==> src/rtl/core/bspw_pkg.sv <==
`timescale 1ns / 1ps

package bspw_pkg;

  // fixed field widths
  localparam int unsigned CountW = 13;
  localparam int unsigned IndexW = 12;
  localparam int unsigned CoordW = 32;
  localparam int unsigned ChildW = 16;
  localparam int unsigned LeafW  = 15;
  localparam int unsigned HalfW  = 16;
  localparam int unsigned ProdW  = 32;

  // bit 15 of a child word marks a leaf
  localparam int unsigned LeafBit = 15;

  // beat kinds on the input channel
  localparam logic MODE_WRITE = 1'b0;
  localparam logic MODE_QUERY = 1'b1;

  // one stored partition node, 160 bits
  typedef struct packed {
    logic [CoordW-1:0] x;
    logic [CoordW-1:0] y;
    logic [CoordW-1:0] dx;
    logic [CoordW-1:0] dy;
    logic [ChildW-1:0] front;
    logic [ChildW-1:0] back;
  } node_t;

endpackage

==> src/rtl/core/bspw_mul.sv <==
`timescale 1ns / 1ps

module bspw_mul
  import bspw_pkg::*;
(
  input  logic                    clk,
  input  logic                    en,
  input  logic signed [HalfW-1:0] a,
  input  logic signed [HalfW-1:0] b,
  output logic signed [ProdW-1:0] p
);

  logic signed [ProdW-1:0] p_r;

  // shared signed 16x16 multiplier with registered product
  always_ff @(posedge clk) begin
    if (en) begin
      p_r <= a * b;
    end
  end

  assign p = p_r;

endmodule

==> config.mk <==
export PLATFORM = sky130hd
export DESIGN_NAME = bspw_mul
export DESIGN_NICKNAME = d
export VERILOG_FILES = /design/src/rtl/core/bspw_pkg.sv /design/src/rtl/core/bspw_mul.sv
export SDC_FILE = /design/constraint.sdc
export NUM_CORES = 1
export LEC_CHECK = 0
export ABC_AREA = 1
export BUFFER_PORTS_ARGS = -buffer_cell sky130_fd_sc_hd__buf_2
export CAP_MARGIN = 15
export CORE_ASPECT_RATIO = 1.1
export CORE_MARGIN = 3
export CORE_UTILIZATION = 50
export DETAILED_ROUTE_END_ITERATION = 10
export GPL_ROUTABILITY_DRIVEN = 0
export PLACE_DENSITY = 0.7
export SKIP_CTS_REPAIR_TIMING = 1
export SYNTH_ARGS = -nofsm -noshare
export SYNTH_HDL_FRONTEND = slang
export SYNTH_SLANG_ARGS = --single-unit
export TNS_END_PERCENT = 10
==> constraint.sdc <==
create_clock -name clk -period 7.3 [get_ports clk]
set_clock_uncertainty 0.15 [all_clocks]
set_input_delay 1.825 -clock clk [delete_from_list [all_inputs] [get_ports clk]]
set_output_delay 1.825 -clock clk [all_outputs]
set_load 0.02 [all_outputs]
==> results.md <==
* Core area at 23100 um^2
* Per-cell routed wire length at 14.5 um
* Die Wd at 153 um
* Worst path required time at 7.17 ns
* Setup crit end kind: flop
* Min Hold Slack at 1.95 ns
* Initial antenna violation count at 0
* Max_cap viols at 0
* # setup viols final at 0
* Initial Util at 51.2%
* RSZ-0062 raised after global routing: false
* H-tree levels at 2
* Max-slew violation count at 0
* Diodes inserted at 0
* First-pass GRT wire length at 46900 um
* TritonCTS Buffers at 5
* Outcome: completed
* Worst-Margin Slew at 0.734 ns
* Period utilization at 96.4%
* Total Wirelength at 26400 um
* Detailed Route Iter0 Violations at 629
* Net Count, Synth at 1862
* Worst Path Max Fanout at 7
* Relative slew margins at 51.1%
* IO Port Bufs at 65
* Clk slew on worst S/H paths at 0.05 ns
* Mapped Area at 11800 um^2
* Distinct cells, synth at 28
* Die area at 25500 um^2
* Vias in the first global route at 10100
* DPL Wire Length at 23600 um
* Arrival time at the worst endpoint at 6.90 ns
* WS Path Type: in2reg
* DRC viols at 0
* Total gr overflow at 0
* Cells after synthesis at 1484
* Final worst path period need at 7.03 ns
* Drt via density at 4.96
* Global router's overall resource usage at 22.3%
* CP startpoint kind: primary input
* Register area share after synthesis at 8.13%
* Largest register FFs at 32
* Io pins at 66
* CTS max path bufs at 2
* Largest net degree at the start of global routing at 33
* Yosys reg bits at 32
* Sink Count at 32
* Mapped Avg Cell Area at 7.97 um^2
* Root Driver: clkbuf_16
* Final ANT Viol Nets at 0
* Tightest Hold Check Type: in2reg
* Layout cell share with drive strength beyond 1 at 10.1%
* CTS tree: yes
* Inst Count DP at 1815
* Die Height at 167 um
* Fmax achieved at 0.142 GHz
* Via Count at 9043
* Final Hold Fails at 0
* # nets final at 1900
* 1st-pass router iterations at 5
* Rows at 58
* Area Growth Syn to Fin at 7.18%
* Synth Warn # at 0
* Final cell count without fillers at 1823
==> area by class of cell <==
class	count	area, um^2
fill	2177	10400
multi-input combinational	921	8880
inverter	472	1770
sequential	32	961
timing repair buffer	90	515
tap	300	375
clock buffer	6	129
clock inverter	2	35.0
==> critical path, cell delays in order <==
cell      delay (ns)
buf_2           0.18
nand2_1         0.12
inv_1           0.12
fa_2            0.54
fa_1            0.57
buf_4           0.18
fa_1            0.46
fa_1            0.51
fa_1            0.49
inv_1           0.05
fa_1            0.47
inv_1           0.04
ha_1            0.32
a21oi_1         0.20
inv_1           0.06
a21oi_1         0.22
nand2_1         0.15
nand3b_1        0.22
xor2_1          0.18
==> layout by cell type, fill, tap and decap left out, drive strengths merged <==
| master | Yosys | layout |
|---|---|---|
| fa | 262 | 262 |
| nor3 | 8 | 8 |
| clkbuf | 59 | 7 |
| inv | 472 | 472 |
| o21ai | 11 | 11 |
| nand4 | 12 | 12 |
| nand3 | 32 | 32 |
| buf | 0 | 89 |
| a21o | 3 | 3 |
| bufinv | 0 | 1 |
| o21bai | 6 | 6 |
| xor2 | 17 | 17 |
| ha | 82 | 82 |
| nand2 | 397 | 397 |
| or2 | 4 | 4 |
| and2 | 2 | 2 |
| clkinv | 0 | 1 |
| a21oi | 28 | 28 |
| nand3b | 2 | 2 |
| xnor2 | 2 | 2 |
| edfxtp | 32 | 32 |
| nor2 | 53 | 53 |
==> kinds of logic (layout without fill, tap and decap cells) <==
group	count (synthesis)	in the layout	synth area share [%]
buf+inv	531	570	16.9
simple gates	510	510	18.3
fa+ha+maj	344	344	53.0
compound gates	48	48	2.29
flops	32	32	8.13
xor+xnor	19	19	1.41
==> Yosys cell counts <==
library cell	n	area share, %
a21o_1	3	0.19
a21oi_1	26	1.1
a21oi_2	2	0.15
and2_1	2	0.11
clkbuf_1	59	1.9
edfxtp_1	32	8.1
fa_1	262	44
ha_1	82	8.7
inv_1	462	15
inv_2	10	0.32
nand2_1	384	12
nand2_2	13	0.69
nand3_1	29	1.2
nand3_2	3	0.25
nand3b_1	2	0.13
nand4_1	12	0.64
nor2_1	38	1.2
nor2_2	10	0.53
nor2_4	5	0.48
nor3_1	4	0.17
nor3_2	2	0.17
nor3_4	2	0.28
o21ai_0	9	0.38
o21ai_1	2	0.085
o21bai_1	6	0.38
or2_2	4	0.21
xnor2_1	2	0.15
xor2_1	17	1.3
==> metrics by stage <==
stage	setup TNS [ns]	setup WS (ns)	utilization [%]	area (um^2)
finish	0	0.266	54.9	12700
global route	0	0.0137	54.9	12700
CTS	0	0.195	54.8	12700
detailed placement	-0.224	-0.0708	54.1	12500
global placement	-0.0377	-0.0377	54.1	12500
floorplan	0	0.108	-	11800
==> routing by layer <==
| layer | vias up | GRT usage (%) | routed length (um) |
|---|---|---|---|
| met3 | 47 | 2.02 | 1140 |
| met5 | - | 0 | 0 |
| met2 | 227 | 42.9 | 14400 |
| met4 | 0 | 5.31 | 633 |
| met1 | 4531 | 26.9 | 10200 |
| li1 | 4238 | - | - |
==> final timing paths <==
check,start,end,cells past startpoint
setup / recovery,a[15],p[23]$_DFFE_PP_,19
hold / removal,a[0],p[0]$_DFFE_PP_,4
Power is not shown: default switching activity piles up to over one toggle a cycle in this logic, so the estimate is an artifact.
